File: config.mk
export PLATFORM = sky130hd
export DESIGN_NAME = pcc_front
export DESIGN_NICKNAME = d
export VERILOG_FILES = /design/src/rtl/pcc_pkg.sv /design/src/rtl/pcc_front.sv
export SDC_FILE = /design/constraint.sdc
export NUM_CORES = 1
export LEC_CHECK = 0
export ABC_AREA = 1
export BUFFER_PORTS_ARGS = -buffer_cell sky130_fd_sc_hd__buf_4
export CORE_ASPECT_RATIO = 1.5
export CORE_MARGIN = 5
export CORE_UTILIZATION = 54
export CTS_CLUSTER_DIAMETER = 30
export DETAILED_ROUTE_END_ITERATION = 8
export PLACE_DENSITY = 0.83
export SLEW_MARGIN = 20
export SYNTH_ARGS = -nofsm -noshare
export SYNTH_HDL_FRONTEND = slang
export SYNTH_SLANG_ARGS = --single-unit
File: constraint.sdc
create_clock -name clk -period 3.4 [get_ports clk]
set_input_delay 0.17 -clock clk [delete_from_list [all_inputs] [get_ports clk]]
set_output_delay 0.17 -clock clk [all_outputs]
set_load 0.005 [all_outputs]
File: src/rtl/pcc_pkg.sv
// Shared constants and types of the clamped PID controller.
package pcc_pkg;

    localparam int MEASURE_WIDTH = 16;
    localparam int DRIVE_WIDTH   = 26;
    localparam int GAIN_WIDTH    = 16;
    localparam int LIMIT_WIDTH   = 31;
    localparam int INTEG_WIDTH   = 32;
    localparam int CFG_INDEX_W   = 3;
    localparam int CFG_DATA_W    = 31;
    localparam int QUEUE_DEPTH   = 4;

    localparam int DIV_SHIFT     = 37;
    localparam logic [LIMIT_WIDTH-1:0] DIV_MAGIC = 31'h51EB_851F;
    localparam int DRIVE_MAX     = 21474836;

    localparam logic [CFG_INDEX_W-1:0] REG_GAIN_P    = 3'd0;
    localparam logic [CFG_INDEX_W-1:0] REG_GAIN_I    = 3'd1;
    localparam logic [CFG_INDEX_W-1:0] REG_GAIN_D    = 3'd2;
    localparam logic [CFG_INDEX_W-1:0] REG_INTEG_LIM = 3'd3;
    localparam logic [CFG_INDEX_W-1:0] REG_OUT_LIM   = 3'd4;
    localparam logic [CFG_INDEX_W-1:0] REG_USE_D     = 3'd5;

    typedef struct packed {
        logic [GAIN_WIDTH-1:0]  gain_p;
        logic [GAIN_WIDTH-1:0]  gain_i;
        logic [GAIN_WIDTH-1:0]  gain_d;
        logic [LIMIT_WIDTH-1:0] integral_limit;
        logic [LIMIT_WIDTH-1:0] output_limit;
        logic                   use_derivative;
    } pcc_cfg_t;

endpackage

File: src/rtl/pcc_front.sv
// Front part: accepts step items, forms error and error difference.
module pcc_front #(
    parameter int MEASURE_WIDTH = pcc_pkg::MEASURE_WIDTH
) (
    input  logic                            clk,
    input  logic                            rst_n,
    input  logic                            in_valid,
    output logic                            in_stall,
    input  logic                            action,
    input  logic signed [MEASURE_WIDTH-1:0] setpoint,
    input  logic signed [MEASURE_WIDTH-1:0] measured,
    input  logic                            queue_full,
    output logic                            push,
    output logic [2*MEASURE_WIDTH+3:0]      push_data
);

    localparam int EW = MEASURE_WIDTH + 1;
    localparam int DW = MEASURE_WIDTH + 2;

    logic signed [EW-1:0] prev_error_reg;
    logic signed [EW-1:0] prev_error_next;
    logic signed [EW-1:0] err_w;
    logic signed [DW-1:0] derr_w;

    assign in_stall = queue_full;
    assign push     = in_valid && !queue_full;
    assign err_w    = EW'(setpoint) - EW'(measured);
    assign derr_w   = DW'(err_w) - DW'(prev_error_reg);

    always_comb
    begin
        prev_error_next = prev_error_reg;
        if (push && !action)
        begin
            prev_error_next = err_w;
        end
    end

    always_ff @(posedge clk or negedge rst_n)
    begin
        if (!rst_n)
        begin
            prev_error_reg <= '0;
        end
        else
        begin
            prev_error_reg <= prev_error_next;
        end
    end

    assign push_data = {action, err_w, derr_w};

endmodule

---- Word-level counts from Yosys, hierarchy flattened ----
Cells that the tools add are included.
word-level totals
  bits of input ports ..................... 37
  register bits after elaboration ......... 17
  output and inout port bits .............. 38
  word-level logic and storage cells ...... 7
cells by class
  $add $sub $neg .......................... 2
  reduce and logical (&&, ||, !) cells .... 4
operators with widths
  cell                                            count
  17-bit by 17-bit subtractor with 18-bit output  1
  16-bit by 16-bit subtractor with 17-bit output  1
  1-bit logical AND                               2
  1-bit logical NOT                               2

---- Depth between registers and ports, before layout ----
  depth after elaboration ................. 3
  mapped depth ............................ 21
  mapped depth without buffers ............ 21

---- Worst setup path after synthesis ----
OpenSTA, ideal clock, no wires.
  kind .................................... in2out
  start ................................... input port setpoint[0]
  end ..................................... output port push_data[17]
  stages on the path ...................... 20
  setup slack ............................. 0.843 ns
  arrival ................................. 2.387 ns
  data required time ...................... 3.230 ns
  path through ............................ inv_1 -> ha_1 -> inv_1 -> fa_1 -> nand2_1 -> nand2_2 -> nand3b_1 -> nand2_2 -> nand2_1 -> nand3b_1 -> and2_1 -> ha_1 -> a21oi_1 -> o21ai_0 -> inv_1 -> nor2_1 -> nor2_1 -> nand2_1 -> nand2_1 -> nand2_1
on the way
  longest elaborated chain between the ends .. 2
ends and longest elaborated chain
  what                                            RTL line         RTL
  start, declared                                 pcc_front.sv:10  input logic signed [MEASURE_WIDTH-1:0] setpoint,
  16-bit by 16-bit subtractor with 17-bit output  pcc_front.sv:27  assign err_w = EW'(setpoint) - EW'(measured);
  via push_data[28]                               pcc_front.sv:14  output logic [2*MEASURE_WIDTH+3:0] push_data
  17-bit by 17-bit subtractor with 18-bit output  pcc_front.sv:28  assign derr_w = DW'(err_w) - DW'(prev_error_reg);
  end, declared                                   pcc_front.sv:14
The timed path passes the listed nets, and every way through them passes these cells.

---- Final worst setup path ----
  start ................................... input port setpoint[0]
  end ..................................... output port push_data[17]
on the way
  longest elaborated chain between the ends .. 2
ends and longest elaborated chain
  what                                            RTL line
  16-bit by 16-bit subtractor with 17-bit output  pcc_front.sv:27
  17-bit by 17-bit subtractor with 18-bit output  pcc_front.sv:28
No other way between the ends.

==> run metrics <==
WS Path Type input port to output port; IO Port Bufs 74; post-synth top area cell nand2_1; CTS buffer count 3; Crit path max-delay family simple AND/OR/NAND/NOR gates; cell mode on critical path nand2_1; relative slew slack 38.0%; drt first pass iters 4; worst hold path startpoint action; Initial Util between 50% and 60%; EDFF count, synth 0; max reg flops 17; DIE AREA between 6000 and 7000 sq um; CP max-delay cell fa_1; Die W about 68 um; Rows 31; share of the synthesized area in the top cell type 22.1%; top post-synthesis cells by count 162 x nand2_1, 94 x inv_1, 34 x nand3_1; Hold Vio Cnt, Final 0; All-Layer GR Usage around a fifth; Max Cap Viol 0; Peak Freq ~330 MHz; Main synth FF type dfrtp_1; NumNets Final just over 600; area grow syn2layout 24.3%; Async S/R FF share, synth 100%; final critical-path share of the clock period 89.6%; critical path launch point type input port; vias post-DR around 3000; crit path DAT 2880 ps; post-synth cell types 27; HPWL Detailed 5890 um; fill cell count about 470; min-delay worst type input port to flop; layout cells sized above 1 approximately 18%; run status finished clean; Final Instance Area around 3400 sq um; H-tree depth 1; # setup viols final 0; Total Power between 1.5 and 2 mW; Worst VDD drop around 0.16 mV; Pint roughly 960 uW; Multi-input gate area 1930 sq um; flops & latches, synth 17; largest net degree at the start of global routing 26; register area share after synthesis roughly 15%; DR WL/cell between 10 and 15 um; crit path buf inv count 5; top-count cell post-synth nand2_1; Worst Hold End prev_error_reg[8]$_DFFE_PN0P_; CORE AREA 4890 sq um; I/O pins 75; RSZ-0062 raised after global routing no; TritonCTS clock tree built; Comb pwr share around 77%; worst hold path depth 3; GPL Wtd Cong a little under 0.9; clock transition at the registers of the reported paths around 60 ps; chip height 97.4 um; pwr/cell area roughly 520 nW/um^2; DRT Wirelength 6670 um; worst slew pin tran about 930 ps; crit-path cells buf_4 > inv_1 > ha_1 > inv_1 > fa_1 > nand2_1 > nand2_2 > nand3b_1 > nand2_2 > nand2_1 > nand3b_1 > and2_1 > ha_1 > a21oi_1 > o21ai_0 > inv_1 > nor2_1 > nor2_1 > nand2_1 > nand2_1 > nand2_1 > buf_4; Post-Syn Nets 538; clk_lat worst skew 250 ps; Net Sw Power between 800 and 900 uW; switch share between 40% and 50%; biggest cell delay along the critical path 400 ps; register area approximately 430 sq um; Reg2Reg Depth 2; DR DRC count 0; clock power share under 10%; min Tclk post-route approximately 3000 ps; vias in the first global route 2837; root buf cell clkbuf_8; Synth warnings 0; Worst Hold Margin around 300 ps; setup tns final 0 ps; Leak slightly above 2 nW; Cell Area, Placed 3360 sq um; worst path required time 3230 ps; # diodes 0; post-synthesis cell count ~470; flop2flop setup slack around 2700 ps; GRT Residual Overflow 0; reg2reg end prev_error_reg[1]$_DFFE_PN0P_; worst r2r src prev_error_reg[1]$_DFFE_PN0P_; Avg Cell Area, Syn just under 6 sq um; DRT iter0 DRCs ~170; clock sinks 17; Post-CTS Setup Inserts 0; Crit Path Max Fanout 6; first-pass GRT wire length 11500 um; Synth Cell Area roughly 2800 sq um; clk buf depth 2; Clock Skews 0 ps; initial antenna violation count 0; Setup crit end kind output port; Slew Limit Fails 0; antenna-violating nets left 0; part of the power in registers ~15%; drt via density between 4 and 5; Area contributors post-synth nand2_1 22%, dfrtp_1 15%, ha_1 15%
## layout by cell type, fill, tap and decap left out, drive strengths merged
master,count
a21o,2
a21oi,24
inv,98
nand2,169
clkbuf,4
dlygate4sd3,1
ha,33
o21ai,15
fa,2
nand3,34
nor3,6
and2,9
buf,74
nand4,4
nor2,28
nand3b,2
xnor2,2
xor2,15
or2,2
dfrtp,17
## power by group through the flow
stage,registers (mW),logic (mW),clock network [mW]
detailed placement,0.269,1.36,0
floorplan,0.264,0.851,0
global route,0.269,1.56,0.158
finish,0.265,1.36,0.146
global placement,0.266,1.34,0
CTS,0.265,1.37,0.150
## metrics by stage
| step | utilization, % | instances | setup slack, ps |
|---|---|---|---|
| 6_report | 70.0 | 607 | 353 |
| 5_1_grt | 70.0 | 607 | 101 |
| 4_1_cts | 70.0 | 607 | 360 |
| 3_5_place_dp | 68.8 | 602 | 372 |
| 3_3_place_gp | 68.8 | 602 | 451 |
| 2_1_floorplan | - | 466 | 843 |
## layout make-up
| cell class | instances | share of cell area (%) |
|---|---|---|
| well taps | 66 | 2.41 |
| flip-flops and latches | 17 | 12.4 |
| inverters | 98 | 10.8 |
| multi-input cells | 347 | 56.5 |
| repair buffers | 75 | 16.5 |
| clock buffers | 4 | 1.32 |
## routing by layer
| metal | GRT usage (%) | wire [um] | up-vias |
|---|---|---|---|
| li1 | - | - | 1584 |
| met1 | 23.2 | 2650 | 1330 |
| met2 | 40.3 | 3580 | 78 |
| met3 | 1.85 | 292 | 14 |
| met4 | 6.89 | 143 | 0 |
| met5 | 0 | 0 | - |
## what timing repair did
item / in CTS / in global routing
hold buffers: 1 / 0
gates resized for setup: 0 / 0
hold endpoints to repair: 17 / 0
## worst max path at each step
stage                start             to  slack, ps  depth (start not counted)
5_1_grt        setpoint[0]  push_data[17]        100                         22
4_1_cts        setpoint[0]  push_data[17]        360                         22
3_3_place_gp   setpoint[0]  push_data[15]        450                         20
2_1_floorplan  setpoint[0]  push_data[17]        840                         20
6_report       setpoint[0]  push_data[17]        350                         22
3_5_place_dp   setpoint[0]  push_data[17]        370                         22
## worst register-to-register path, cell delays in order (launching register included)
cell,delay [ps]
dfrtp_1,360
inv_1,110
o21ai_0,100
## cells by family (layout without fill, tap and decap cells)
logic type               Yosys count  after routing  share of synthesized area (%)
AO/OA/AOI/OAI                     41             41                           8.05
XOR/XNOR                          17             17                           5.96
adder cells (fa/ha/maj)           35             35                           16.5
buffers and inverters            102            177                           14.3
flip-flops                        17             17                           15.5
AND/OR/NAND/NOR                  254            254                           39.8
Note: power is estimated with default switching activity, not from simulation.
