===== src/rtl/pcc_pkg.sv =====
// Shared constants and types of the clamped PID controller.
package pcc_pkg;

    localparam int MEASURE_WIDTH = 16;
    localparam int DRIVE_WIDTH   = 26;
    localparam int GAIN_WIDTH    = 16;
    localparam int LIMIT_WIDTH   = 31;
    localparam int INTEG_WIDTH   = 32;
    localparam int CFG_INDEX_W   = 3;
    localparam int CFG_DATA_W    = 31;
    localparam int QUEUE_DEPTH   = 4;

    localparam int DIV_SHIFT     = 37;
    localparam logic [LIMIT_WIDTH-1:0] DIV_MAGIC = 31'h51EB_851F;
    localparam int DRIVE_MAX     = 21474836;

    localparam logic [CFG_INDEX_W-1:0] REG_GAIN_P    = 3'd0;
    localparam logic [CFG_INDEX_W-1:0] REG_GAIN_I    = 3'd1;
    localparam logic [CFG_INDEX_W-1:0] REG_GAIN_D    = 3'd2;
    localparam logic [CFG_INDEX_W-1:0] REG_INTEG_LIM = 3'd3;
    localparam logic [CFG_INDEX_W-1:0] REG_OUT_LIM   = 3'd4;
    localparam logic [CFG_INDEX_W-1:0] REG_USE_D     = 3'd5;

    typedef struct packed {
        logic [GAIN_WIDTH-1:0]  gain_p;
        logic [GAIN_WIDTH-1:0]  gain_i;
        logic [GAIN_WIDTH-1:0]  gain_d;
        logic [LIMIT_WIDTH-1:0] integral_limit;
        logic [LIMIT_WIDTH-1:0] output_limit;
        logic                   use_derivative;
    } pcc_cfg_t;

endpackage


===== src/rtl/pcc_queue.sv =====
// Small register queue between the front and back parts.
module pcc_queue #(
    parameter int WIDTH = 35,
    parameter int DEPTH = pcc_pkg::QUEUE_DEPTH
) (
    input  logic             clk,
    input  logic             rst_n,
    input  logic             push,
    input  logic [WIDTH-1:0] push_data,
    input  logic             pop,
    output logic [WIDTH-1:0] pop_data,
    output logic             not_empty,
    output logic             full
);

    localparam int PTR_W = (DEPTH > 1) ? $clog2(DEPTH) : 1;
    localparam int CNT_W = $clog2(DEPTH + 1);

    logic [WIDTH-1:0] entry_reg [DEPTH];
    logic [PTR_W-1:0] wr_ptr_reg;
    logic [PTR_W-1:0] wr_ptr_next;
    logic [PTR_W-1:0] rd_ptr_reg;
    logic [PTR_W-1:0] rd_ptr_next;
    logic [CNT_W-1:0] count_reg;
    logic [CNT_W-1:0] count_next;

    always_comb
    begin
        wr_ptr_next = wr_ptr_reg;
        rd_ptr_next = rd_ptr_reg;
        count_next  = count_reg;
        if (push)
        begin
            wr_ptr_next = (32'(wr_ptr_reg) == DEPTH - 1) ? '0 : wr_ptr_reg + 1'b1;
        end
        if (pop)
        begin
            rd_ptr_next = (32'(rd_ptr_reg) == DEPTH - 1) ? '0 : rd_ptr_reg + 1'b1;
        end
        if (push && !pop)
        begin
            count_next = count_reg + 1'b1;
        end
        else if (pop && !push)
        begin
            count_next = count_reg - 1'b1;
        end
    end

    always_ff @(posedge clk or negedge rst_n)
    begin
        if (!rst_n)
        begin
            wr_ptr_reg <= '0;
            rd_ptr_reg <= '0;
            count_reg  <= '0;
        end
        else
        begin
            wr_ptr_reg <= wr_ptr_next;
            rd_ptr_reg <= rd_ptr_next;
            count_reg  <= count_next;
        end
    end

    always_ff @(posedge clk)
    begin
        if (push)
        begin
            entry_reg[wr_ptr_reg] <= push_data;
        end
    end

    assign pop_data  = entry_reg[rd_ptr_reg];
    assign not_empty = (count_reg != '0);
    assign full      = (32'(count_reg) == DEPTH);

endmodule


===== config.mk =====
export PLATFORM = sky130hd
export DESIGN_NAME = pcc_queue
export DESIGN_NICKNAME = d
export VERILOG_FILES = /design/src/rtl/pcc_pkg.sv /design/src/rtl/pcc_queue.sv
export SDC_FILE = /design/constraint.sdc
export NUM_CORES = 1
export LEC_CHECK = 0
export BUFFER_PORTS_ARGS = -buffer_cell sky130_fd_sc_hd__buf_2
export CAP_MARGIN = 5
export CORE_MARGIN = 2
export CORE_UTILIZATION = 55
export DETAILED_ROUTE_END_ITERATION = 6
export PLACE_DENSITY = 0.76
export SETUP_SLACK_MARGIN = 0.5
export SYNTH_ARGS = -nofsm -noshare
export SYNTH_HDL_FRONTEND = slang
export SYNTH_SLANG_ARGS = --single-unit

===== constraint.sdc =====
create_clock -name clk -period 5.8 [get_ports clk]
set_input_delay 1.16 -clock clk [delete_from_list [all_inputs] [get_ports clk]]
set_output_delay 1.16 -clock clk [all_outputs]
set_load 0.01 [all_outputs]

Yosys cells after proc, flatten, opt, wreduce, memory -nomap -nowiden

Memory sizes are Yosys's and may differ from the RTL's.
Cells that the tools add are included.

Flip-flop bits (word level): 7
RAM bits: 140
Bits of input ports: 39
Output and inout bits: 37
Memories kept: 1

Add/subtract/negate cells: 4
Equality and inequality tests: 3
Mux-type cells: 6
Reductions and logical operators: 6

Memories:

| memory    | depth | bits a word | rd ports | clocked after memory_dff | write ports | RTL line        | RTL |
|---|---|---|---|---|---|---|---|
| entry_reg | 4     | 35          | 1        | 0                        | 1           | pcc_queue.sv:19 | `logic [WIDTH-1:0] entry_reg [DEPTH];` |

Operators with widths:

| operator                                          | number |
|---|---|
| two-way mux 3 bit                                 | 2 |
| adder 2 x 1 -> 2 bit (second input constant)      | 2 |
| == test 2 bit (second input constant)             | 2 |
| two-way mux 2 bit                                 | 2 |
| adder 3 x 1 -> 3 bit (second input constant)      | 1 |
| == test 3 bit (second input constant)             | 1 |
| nonzero test 3 bit                                | 1 |
| subtractor 3 x 1 -> 3 bit (second input constant) | 1 |
| logical AND 1 bit                                 | 2 |
| logical NOT 1 bit                                 | 2 |
| two-way mux 1 bit                                 | 2 |
| nonzero test 2 bit                                | 1 |

Longest topological paths before layout

Gate-level depths: netlist of run 1.

Depth after elaboration: 4
Gate-level depth with buffers: 7
Gate-level depth less buffers: 7

Least setup slack after synthesis of run 1

No wires, ideal clock.

Path type: input -> register
Start point: input port push
End point: memory entry_reg[3][0] (enable)
Library setup time: 395 ps
Data arrival time: 2022 ps
Slack: 3383 ps
Cell stages on the path: 1
Cells stage by stage: and2_1

Longest elaborated chain between the ends: 2

RTL lines:

| item                                    | RTL line        | RTL |
|---|---|---|
| start: declaration                      | pcc_queue.sv:8  | `input logic push,` |
| two-way mux 1 bit                       | pcc_queue.sv:68 | `if (push)` |
| two-way mux 1 bit (implied by the code) | pcc_queue.sv:70 | `entry_reg[wr_ptr_reg] <= push_data;` |
| end: declaration                        | pcc_queue.sv:19 |  |

No other way between the ends.

Final worst setup path of run 1

Start point: register rd_ptr_reg[0]
End point: output port pop_data[28]

Longest elaborated chain between the ends: 1

RTL lines:

| item                     | RTL line        | RTL |
|---|---|---|
| start: declaration       | pcc_queue.sv:22 | `logic [PTR_W-1:0] rd_ptr_reg;` |
| start signal: assignment | pcc_queue.sv:61 | `rd_ptr_reg <= rd_ptr_next;` |
| memory (4 x 35 bit)      | --              |  |
| end: declaration         | pcc_queue.sv:11 | `output logic [WIDTH-1:0] pop_data,` |

No other way between the ends.

==> results of run 1 <==
[cells by family (layout without fill, tap and decap cells)]
family                     after synthesis  after routing  share of synthesized area
AOI/OAI and AO/OA                        2              2                    0.00181
xor gates and xnor gates                 3              3                    0.00476
adders and majority gates                7              7                     0.0172
buffers and inverters                   12            112                     0.0193
DFF                                    147            147                      0.793
muxes                                   38             38                      0.154
and+or+nand+nor                         11             11                     0.0104
[metrics by stage]
stage,instance area (sq um),power [mW],cells,util,worst slack [ns]
after floorplan,5520,2.06,220,-,3.38
after global placement,5990,2.30,421,0.613,2.70
after detailed placement,5990,2.32,421,0.613,2.71
after CTS,6600,3.43,453,0.675,2.13
after global routing,6600,3.54,453,0.675,2.04
final,6600,3.38,453,0.675,2.22
[layer usage]
metal | routed length, um | share of wire | vias to the layer above
met1 | 3990 | 0.45 | 1279
met4 | 99 | 0.011 | 0
li1 | - | - | 1106
met5 | 0 | 0 | -
met2 | 4240 | 0.48 | 85
met3 | 541 | 0.061 | 12
[cell usage after synthesis, drive strengths merged]
cell type | count | area, sq um
edfxtp | 140 | 4200
mux4 | 35 | 815
buf | 8 | 91.3
dfrtp | 7 | 175
ha | 6 | 75.1
and2 | 4 | 25.0
inv | 4 | 15.0
mux2 | 3 | 33.8
nor2 | 3 | 11.3
nand2 | 2 | 7.51
o21ai | 2 | 10.0
xor2 | 2 | 17.5
fa | 1 | 20.0
nor3b | 1 | 7.51
or3 | 1 | 6.26
xnor2 | 1 | 8.76
[worst paths after layout]
kind,from,end,slack [ns],cells after the start
max,rd_ptr_reg[0]$_DFFE_PN0P_,pop_data[28],2.22,3
min,rst_n,count_reg[2]$_DFFE_PN0P_,0.47,1
max reg2reg,wr_ptr_reg[0]$_DFFE_PN0P_,entry_reg[0][8]$_DFFE_PP_,3.97,3
min reg2reg,count_reg[2]$_DFFE_PN0P_,count_reg[2]$_DFFE_PN0P_,0.48,1
max in group asynchronous,rst_n,rd_ptr_reg[0]$_DFFE_PN0P_,5.15,1
min in group clk,count_reg[2]$_DFFE_PN0P_,count_reg[2]$_DFFE_PN0P_,0.48,1
[cell usage in the layout (no fill, tap or decap), drive strengths merged]
master	synthesis	routed
and2	4	4
buf	8	76
bufinv	0	4
clkbuf	0	21
clkinv	0	7
dfrtp	7	7
edfxtp	140	140
fa	1	1
ha	6	6
inv	4	4
mux2	3	3
mux4	35	35
nand2	2	2
nor2	3	3
nor3b	1	1
o21ai	2	2
or3	1	1
xnor2	1	1
xor2	2	2
[area by class of cell]
cell class / instances / area share
repair buffers: 76 / 0.0580
clock buffers: 21 / 0.0681
clock inverters: 11 / 0.0241
well taps: 133 / 0.0252
flip-flops and latches: 147 / 0.664
inverters: 4 / 0.00228
multi-input cells: 61 / 0.158
[critical path: stages (launching register included)]
cell and delay [ns]:
dfrtp_2 0.58, buf_4 0.52, mux4_1 0.63, buf_2 0.16
[report_power, final]
part	internal, mW	leakage, nW	total (mW)	switching [mW]
registers	1.37	1.37	1.49	0.122
clock network	0.717	0.305	1.11	0.388
logic	0.400	0.672	0.783	0.383
==> results.tsv, run 1 <==
stage	metric	value	unit
job	max cap viols	0	
floorplanning	Core Area	0.00977	sq mm
detailed_routing	vias post-DR	2482	
detailed_routing	routed wire length	8870	um
setup_path	critical path arrival	2.42	ns
global_routing	GR Util met3	0.0752	
detailed_routing	DRC Markers	0	
setup_path	Worst Path Required	4.64	ns
clocking	H-Tree Depth	4	
status	status	finished, final reports clean	
setup_path	crit end category	primary output	
logic_synthesis	mean post-synth cell area	25.1	sq um
place	RD Place Congestion	0.662	
floorplanning	number of placement rows	36	
timing	setup violators final	0	
floorplanning	initial cell density of the core	0.565	
logic_synthesis	Netlist cell types	19	
clocking	latest clock arrival within the worst-skew pair	0.52	ns
detailed_routing	WL/cell	19.6	um
timing	Slew HR	0.355	
clocking	postcts setup bufs	0	
finish	Multi-input gate area	0.00104	sq mm
global_routing	Global Route Usage Sum	0.177	
logic_synthesis	Mapped Cells	220	
finish	number of flip-flops in the largest register	140	
logic_synthesis	register area share after synthesis	0.793	
power	power density cells	512	mW/mm^2
timing	Max Clk Rate	279	MHz
detailed_routing	Starting DRT DRC Count	138	
finish	Register Area	0.00438	sq mm
timing	final period utilization	0.617	
power	leakage power	2.34	nW
global_routing	initial antenna violation count	0	
timing	Final Max Slew Viols	0	
finish	n_diodes	0	
timing	RSZ-0062 raised after global routing	false	
timing	Hold WS	0.466	ns
timing	Worst Tran Pin Value	0.967	ns
clocking	CTS Buf Count	17	
detailed_routing	DRT antenna net count	0	
global_routing	first-pass GRT wire length	13900	um
logic_synthesis	Mapped Area	0.00552	sq mm
timing	setup TNS	0	ns
clocking	clk slew on worst S/H paths	0.06	ns
global_routing	busiest grt layer	met2	
clocking	CTS root buf	clkbuf_8	
clocking	CTS tree	done	
global_routing	largest net degree at the start of global routing	38	
place	I/O Buffers	75	
setup_path	top fanout value on the critical path	26	
place	HPWL after DPL	5020	um
detailed_routing	TritonRoute pass-1 iters	4	
clocking	CTS resizes	0	
floorplanning	total I/O pin count	76	
setup_path	WS Path Type	flip-flop to primary output	
clocking	hold_buf cts	0	
finish	Final #Nets	353	
setup_path	CP Launch Type	flip-flop	
floorplanning	Die H	104	um
clocking	CTS Sinks	147	
timing	Tmin final	3.58	ns
logic_synthesis	flops & latches, synth	147	
timing	Setup Skew	0.00684	ns
global_routing	number of global-route vias before repair	2565	
clocking	CTS Buffer Depth	2	
logic_synthesis	yosys warns	0	
global_routing	GR Util met2	0.263	
logic_synthesis	post-synthesis net count	266	
finish	layout cells sized above 1	0.447	
finish	FILL cells	629	
floorplanning	die footprint	0.0109	sq mm
global_routing	total grt overflow	0	
finish	area grow syn2layout	19.4	%
power	Max IR drop VDD	0.000255	V
global_routing	met1 usage	0.239	
timing	final hold vios	0	
detailed_routing	Via-to-Cell Ratio	5.48	
hold_path	type of the tightest min-delay check	input pin to async pin	
floorplanning	Die X-Extent	104	um
(Power assumes the default switching activity.)
==> run 2, diff against run 1 <==
--- a/config.mk
+++ b/config.mk
@@ -5,12 +5,13 @@
 export SDC_FILE = /design/constraint.sdc
 export NUM_CORES = 1
 export LEC_CHECK = 0
+export ABC_AREA = 1
 export BUFFER_PORTS_ARGS = -buffer_cell sky130_fd_sc_hd__buf_2
 export CAP_MARGIN = 5
 export CORE_MARGIN = 2
 export CORE_UTILIZATION = 55
 export DETAILED_ROUTE_END_ITERATION = 6
-export PLACE_DENSITY = 0.76
+export PLACE_DENSITY = 0.75
 export SETUP_SLACK_MARGIN = 0.5
 export SYNTH_ARGS = -nofsm -noshare
 export SYNTH_HDL_FRONTEND = slang
==> constraint.sdc (replaced) <==
create_clock -name clk -period 3.3 [get_ports clk]
set_input_delay 0.66 -clock clk [delete_from_list [all_inputs] [get_ports clk]]
set_output_delay 0.66 -clock clk [all_outputs]
set_load 0.01 [all_outputs]
==> run 2 against run 1 <==
Net effect: critical path depth rose by 1; wire length is 23% higher; utilization fell by 1.5 points; clock skew about the same; worst hold slack got worse by 0.11 ns; clock power up 67%; area after synthesis grew 9.8%; die area increased by 9.4%; synthesized cell count up 110%; via count up 46%; register-to-register slack worse by 2.5 ns; critical path type unchanged; largest power group unchanged; highest routed layer unchanged.
==> results.tsv, run 2 <==
stage	metric	value	unit
logic_synthesis	post-synthesis async set-or-reset flop share	0.0476	
detailed_routing	TritonRoute pass-1 iters	4	
power	Gate power share	0.290	
detailed_routing	Starting DRT DRC Count	173	
timing	Worst Tran Pin Value	0.602	ns
logic_synthesis	mean post-synth cell area	13.1	sq um
logic_synthesis	Netlist cell types	22	
logic_synthesis	yosys warns	0	
setup_path	FF-to-FF path depth	4	
detailed_routing	DRC Markers	0	
setup_path	CP Launch Type	flip-flop	
setup_path	top fanout value on the critical path	36	
hold_path	Hold Crit Start	push_data[24]	
power	leakage power	2.91	nW
power	Total Power	6.22	mW
setup_path	WS Path Type	flip-flop to primary output	
timing	Max Clk Rate	371	MHz
setup_path	FF-to-FF setup slack	1.44	ns
timing	Tmin final	2.70	ns
detailed_routing	WL/cell	15.7	um
power	power density cells	874	mW/mm^2
clocking	CTS Buf Count	17	
logic_synthesis	post-synth top area share	0.693	
finish	commonest non-fill, non-tap cells in the layout	edfxtp_1, nand2_1, buf_2	
place	I/O Buffers	75	
finish	commonest non-fill, non-tap cell in the layout	edfxtp_1	
power	Flop pwr share	0.412	
global_routing	total grt overflow	0	
logic_synthesis	flops & latches, synth	147	
clocking	H-Tree Depth	4	
floorplanning	total I/O pin count	76	
floorplanning	initial cell density of the core	0.562	
finish	area grow syn2layout	17.4	%
finish	layout cells sized above 1	0.265	
timing	setup violators final	0	
clocking	postcts setup bufs	0	
floorplanning	Die X-Extent	109	um
setup_path	Worst Path Required	2.64	ns
hold_path	hold depth	1	
power	Pint	4.18	mW
global_routing	Global Route Usage Sum	0.196	
setup_path	CP peak stage delay	0.61	ns
floorplanning	Core Area	0.0108	sq mm
power	Max IR drop VDD	0.000495	V
place	placed cells	662	
detailed_routing	DRT antenna net count	0	
detailed_routing	vias post-DR	3612	
finish	number of flip-flops in the largest register	140	
logic_synthesis	area leader, netlist	edfxtp_1	
setup_path	Critical Path Slowest Stage Cell	dfrtp_2	
timing	Setup Skew	0.00716	ns
timing	Hold WS	0.354	ns
power	sw frac	0.329	
job	max cap viols	0	
place	HPWL after DPL	6630	um
timing	final period utilization	0.817	
power	Psw	2.04	mW
clocking	CTS Sinks	147	
floorplanning	Die H	109	um
detailed_routing	Via-to-Cell Ratio	5.20	
timing	RSZ-0062 raised after global routing	false	
setup_path	RR Startpoint	wr_ptr_reg[0]$_DFFE_PN0P_	
logic_synthesis	ys flop type	edfxtp_1	
logic_synthesis	Post-synth EDFFs	140	
global_routing	first-pass GRT wire length	16700	um
floorplanning	die footprint	0.0119	sq mm
finish	n_diodes	0	
logic_synthesis	Mapped Area	0.00606	sq mm
clocking	CTS tree	done	
setup_path	CP Cell Sequence	inv_4 -> o211ai_1 -> nand2_1 -> buf_2	
finish	Final #Nets	588	
power	clock power share	0.298	
logic_synthesis	Mapped Cells	461	
place	RD Place Congestion	0.751	
timing	final hold vios	0	
setup_path	crit end category	primary output	
logic_synthesis	register area share after synthesis	0.722	
global_routing	largest net degree at the start of global routing	64	
logic_synthesis	post-synthesis net count	507	
status	status	finished, final reports clean	
hold_path	type of the tightest min-delay check	input pin to flip-flop	
clocking	CTS Buffer Depth	2	
floorplanning	number of placement rows	38	
global_routing	initial antenna violation count	0	
setup_path	Critical R2R Capture	entry_reg[3][32]$_DFFE_PP_	
clocking	clk slew on worst S/H paths	0.06	ns
timing	Final Max Slew Viols	0	
finish	Post-Layout Cell Count	695	
logic_synthesis	most frequent cell after synthesis	edfxtp_1	
logic_synthesis	ranking of synthesized cells by area	edfxtp_1, nand2_1, o211ai_1, inv_1, dfrtp_1	
global_routing	number of global-route vias before repair	3436	
timing	Slew HR	0.596	
detailed_routing	routed wire length	10900	um
hold_path	WHS Endpoint	entry_reg[1][24]$_DFFE_PP_	
logic_synthesis	synth cell count leaders	edfxtp_1, nand2_1, inv_1	
setup_path	critical path arrival	2.04	ns
timing	setup TNS	0	ns
clocking	CTS root buf	clkbuf_8	
clocking	latest clock arrival within the worst-skew pair	0.52	ns
run 2: how the worst max path moves through the flow:
stage,from,endpoint,depth (start not counted)
final,rd_ptr_reg[1]$_DFFE_PN0P_,pop_data[32],4
after global routing,rd_ptr_reg[1]$_DFFE_PN0P_,pop_data[12],4
after CTS,rd_ptr_reg[0]$_DFFE_PN0P_,pop_data[32],6
after detailed placement,rd_ptr_reg[0]$_DFFE_PN0P_,pop_data[32],6
after global placement,rd_ptr_reg[0]$_DFFE_PN0P_,pop_data[32],6
after floorplan,push,entry_reg[3][0]$_DFFE_PP_,2
run 2: layout make-up:
cell class | count | area (sq um)
Inverter | 83 | 327
Clock inverter | 14 | 161
Multi-Input combinational cell | 209 | 1200
Tap cell | 140 | 175
Timing Repair Buffer | 84 | 462
Fill cell | 784 | 3670
Sequential cell | 147 | 4380
Clock buffer | 18 | 418
run 2: cells by family after synthesis:
family / synth area share
flip-flops: 0.722
AO/OA/AOI/OAI: 0.101
adder cells (fa/ha/maj): 0.0157
buffers and inverters: 0.0803
XOR/XNOR: 0.00145
AND/OR/NAND/NOR: 0.0795
run 2: routing by layer:
layer  share of wire  wire length [um]  vias to the layer above  GRT usage
li1                -                 -                     1762          -
met1            0.41              4470                     1753      0.228
met2            0.53              5750                       80      0.346
met3           0.045               495                       17     0.0448
met4           0.017               189                        0     0.0842
met5               0                 0                        -          0
run 2: through the flow:
step                      area (sq um)  setup WS (ns)   util
after floorplan                   6060           1.52      -
after global placement            6520           1.06  0.604
after detailed placement          6520          0.973  0.604
after CTS                         7110          0.507  0.659
after global routing              7120          0.504  0.660
final                             7120          0.603  0.660
run 2: power by group through the flow:
stage | Sequential, mW | Clock (mW) | Combinational (mW)
floorplan | 2.52 | 0 | 1.30
global placement | 2.58 | 0 | 1.75
detailed placement | 2.60 | 0 | 1.82
CTS | 2.56 | 1.88 | 1.83
global route | 2.59 | 1.95 | 2.01
finish | 2.56 | 1.85 | 1.80
run 2: timing repair:
| action | 4_1_cts | 5_1_grt |
|---|---|---|
| endpoints found under the setup margin | 15 | 19 |
| hold buffers | 1 | 0 |
| endpoints found under the hold margin | 7 | 0 |
| gates resized for setup | 1 | 5 |
run 2: worst max-delay path, delay by kind of cell (launching register included):
family                 cells  cell delay [ns]
buffers and inverters      2             0.61
flip-flops                 1             0.61
AND/OR/NAND/NOR            1             0.12
AO/OA/AOI/OAI              1             0.17
==> run 3, diff against run 2 <==
==> constraint.sdc (replaced) <==
create_clock -name clk -period 2.75 [get_ports clk]
set_input_delay 0.55 -clock clk [delete_from_list [all_inputs] [get_ports clk]]
set_output_delay 0.55 -clock clk [all_outputs]
set_load 0.01 [all_outputs]
==> run 3 against run 2 <==
Net effect: first-iteration DRC count is 62% higher; register-to-register slack got worse by 0.43 ns; flip-flop and latch count did not move; utilization rose by 3.7 points; count of clock-buffer cells in the layout did not move; final cell count increased by 1.9%; worst hold slack worse by 0.10 ns; global-route usage rose by 1.6 points; sequential power up 19%; via count up 3.4%; die area did not move; non-clock buffer count rose by 15; critical endpoint is now pop_data[4]; largest cell class unchanged; largest power group unchanged; highest routed layer unchanged.
==> results.tsv, run 3 (same netlist as run 2, synthesis figures left out) <==
stage	metric	value	unit
setup_path	crit end category	primary output	
detailed_routing	TritonRoute pass-1 iters	5	
place	HPWL after DPL	6260	um
finish	FILL cells	745	
power	clock power share	0.288	
global_routing	GR Util met3	0.0556	
finish	Final #Nets	604	
finish	Multi-input gate area	0.00121	sq mm
global_routing	busiest grt layer	met2	
global_routing	number of global-route vias before repair	3626	
global_routing	first-pass GRT wire length	18300	um
setup_path	critical path arrival	1.79	ns
clocking	latest clock arrival within the worst-skew pair	0.50	ns
setup_path	Worst Path Required	2.20	ns
finish	n_diodes	0	
floorplanning	Die H	109	um
global_routing	total grt overflow	0	
timing	Final Max Slew Viols	0	
floorplanning	number of placement rows	38	
hold_path	type of the tightest min-delay check	input pin to flip-flop	
timing	setup TNS	0	ns
clocking	H-Tree Depth	4	
global_routing	met1 usage	0.272	
place	RD Place Congestion	0.747	
setup_path	WS Path Type	flip-flop to primary output	
power	power density cells	1090	mW/mm^2
status	status	finished, final reports clean	
clocking	CTS Buf Count	17	
setup_path	CP Cell Sequence	inv_8 -> buf_12 -> buf_16 -> nand2_1 -> o211ai_1 -> nand2_1 -> buf_2	
global_routing	Global Route Usage Sum	0.212	
detailed_routing	vias post-DR	3734	
timing	Setup Skew	0.00317	ns
clocking	CTS Buffer Depth	2	
finish	number of flip-flops in the largest register	140	
timing	Worst Tran Pin Value	0.547	ns
finish	Post-Layout Cell Count	708	
finish	commonest non-fill, non-tap cell in the layout	edfxtp_1	
global_routing	initial antenna violation count	0	
global_routing	largest net degree at the start of global routing	37	
clocking	CTS tree	done	
finish	area grow syn2layout	24.0	%
place	placed cells	661	
place	I/O Buffers	75	
timing	RSZ-0062 raised after global routing	true	
clocking	CTS root buf	clkbuf_8	
timing	Max Clk Rate	427	MHz
floorplanning	initial cell density of the core	0.562	
setup_path	top fanout value on the critical path	12	
power	leakage power	3.11	nW
timing	final hold vios	0	
timing	Tmin final	2.34	ns
global_routing	GR Util met2	0.359	
clocking	CTS Sinks	147	
clocking	clk slew on worst S/H paths	0.06	ns
setup_path	CP peak stage delay	0.44	ns
detailed_routing	DRT antenna net count	0	
timing	final period utilization	0.851	
timing	setup violators final	0	
setup_path	CP Launch Type	flip-flop	
setup_path	Critical Path Slowest Stage Cell	dfrtp_2	
power	Pint	5.58	mW
floorplanning	Core Area	0.0108	sq mm
detailed_routing	WL/cell	17.3	um
detailed_routing	routed wire length	12200	um
detailed_routing	Via-to-Cell Ratio	5.27	
finish	Register Area	0.00438	sq mm
setup_path	Top cell by count, worst path	nand2_1	
power	sw frac	0.317	
floorplanning	Die X-Extent	109	um
power	Psw	2.59	mW
finish	layout cells sized above 1	0.299	
job	max cap viols	0	
setup_path	FF-to-FF setup slack	1.01	ns
detailed_routing	DRC Markers	0	
detailed_routing	Starting DRT DRC Count	281	
power	Flop pwr share	0.373	
power	Max IR drop VDD	0.000537	V
finish	commonest non-fill, non-tap cells in the layout	edfxtp_1, nand2_1, buf_2	
timing	Slew HR	0.635	
power	Gate power share	0.340	
floorplanning	total I/O pin count	76	
floorplanning	die footprint	0.0119	sq mm
==> run 3: cell count changes in the layout (fill, tap and decap cells not counted), moves of 2 or more <==
cell        before  now
buf_16           0    5
clkbuf_16       16   21
buf_12           1    3
buf_4            6    8
nand2_2          0    7
bufinv_16        3    5
clkinvlp_4       5    2
nand2_1        121  114
clkinv_1         8    6
==> run 3: timing repair <==
action | CTS | global route
hold buffers | 1 | 0
gates cloned | 4 | 5
buffers inserted | 6 | 2
pin swaps | 4 | 13
endpoints found under the hold margin | 7 | 0
setup endpoints to repair | 35 | 32
resized for setup | 12 | 12
==> run 3: worst max-delay path: cells and delay by family, from the launching register on <==
kind | cells | cell delay, ns
compound gates | 1 | 0.12
buf+inv | 4 | 0.51
flops | 1 | 0.44
simple gates | 2 | 0.21
==> run 3: cell type report <==
cell class,count,area share
inverter,83,0.0441
timing repair inverter,1,0.00116
tap,140,0.0233
clock buffer,18,0.0556
clock inverter,11,0.0250
multi-input combinational,209,0.161
sequential,147,0.583
timing repair buffer,99,0.106
==> run 3: worst paths after layout <==
path	from	to	cells past startpoint
min in group asynchronous	rst_n	wr_ptr_reg[0]$_DFFE_PN0P_	2
max reg2reg	wr_ptr_reg[0]$_DFFE_PN0P_	entry_reg[2][5]$_DFFE_PP_	5
min	push_data[9]	entry_reg[1][9]$_DFFE_PP_	1
min reg2reg	count_reg[2]$_DFFE_PN0P_	count_reg[2]$_DFFE_PN0P_	2
max in group asynchronous	rst_n	rd_ptr_reg[1]$_DFFE_PN0P_	2
max	rd_ptr_reg[0]$_DFFE_PN0P_	pop_data[4]	7
==> run 3: power groups by stage <==
stage	logic (mW)	registers, mW	clock network [mW]
after floorplan	1.56	3.03	0
after global placement	2.11	3.09	0
after detailed placement	2.18	3.11	0
after CTS	2.54	3.05	2.38
after global routing	3.04	3.08	2.48
final	2.78	3.04	2.35
==> run 3: per-stage QoR <==
stage,hold slack [ns],area [sq um],utilization,power (mW),setup WS [ns]
finish,0.252,7520,0.697,8.17,0.409
global route,0.237,7520,0.697,8.59,0.329
floorplan,0.254,6060,-,4.59,1.01
CTS,0.230,7340,0.680,7.97,0.448
detailed placement,0.400,6520,0.604,5.29,0.751
global placement,0.397,6520,0.604,5.21,0.779
==> run 3: metal layers <==
layer	wire (um)	vias to the layer above
met2	6310	129
met5	0	-
met4	89	0
li1	-	1788
met1	5060	1810
met3	780	7
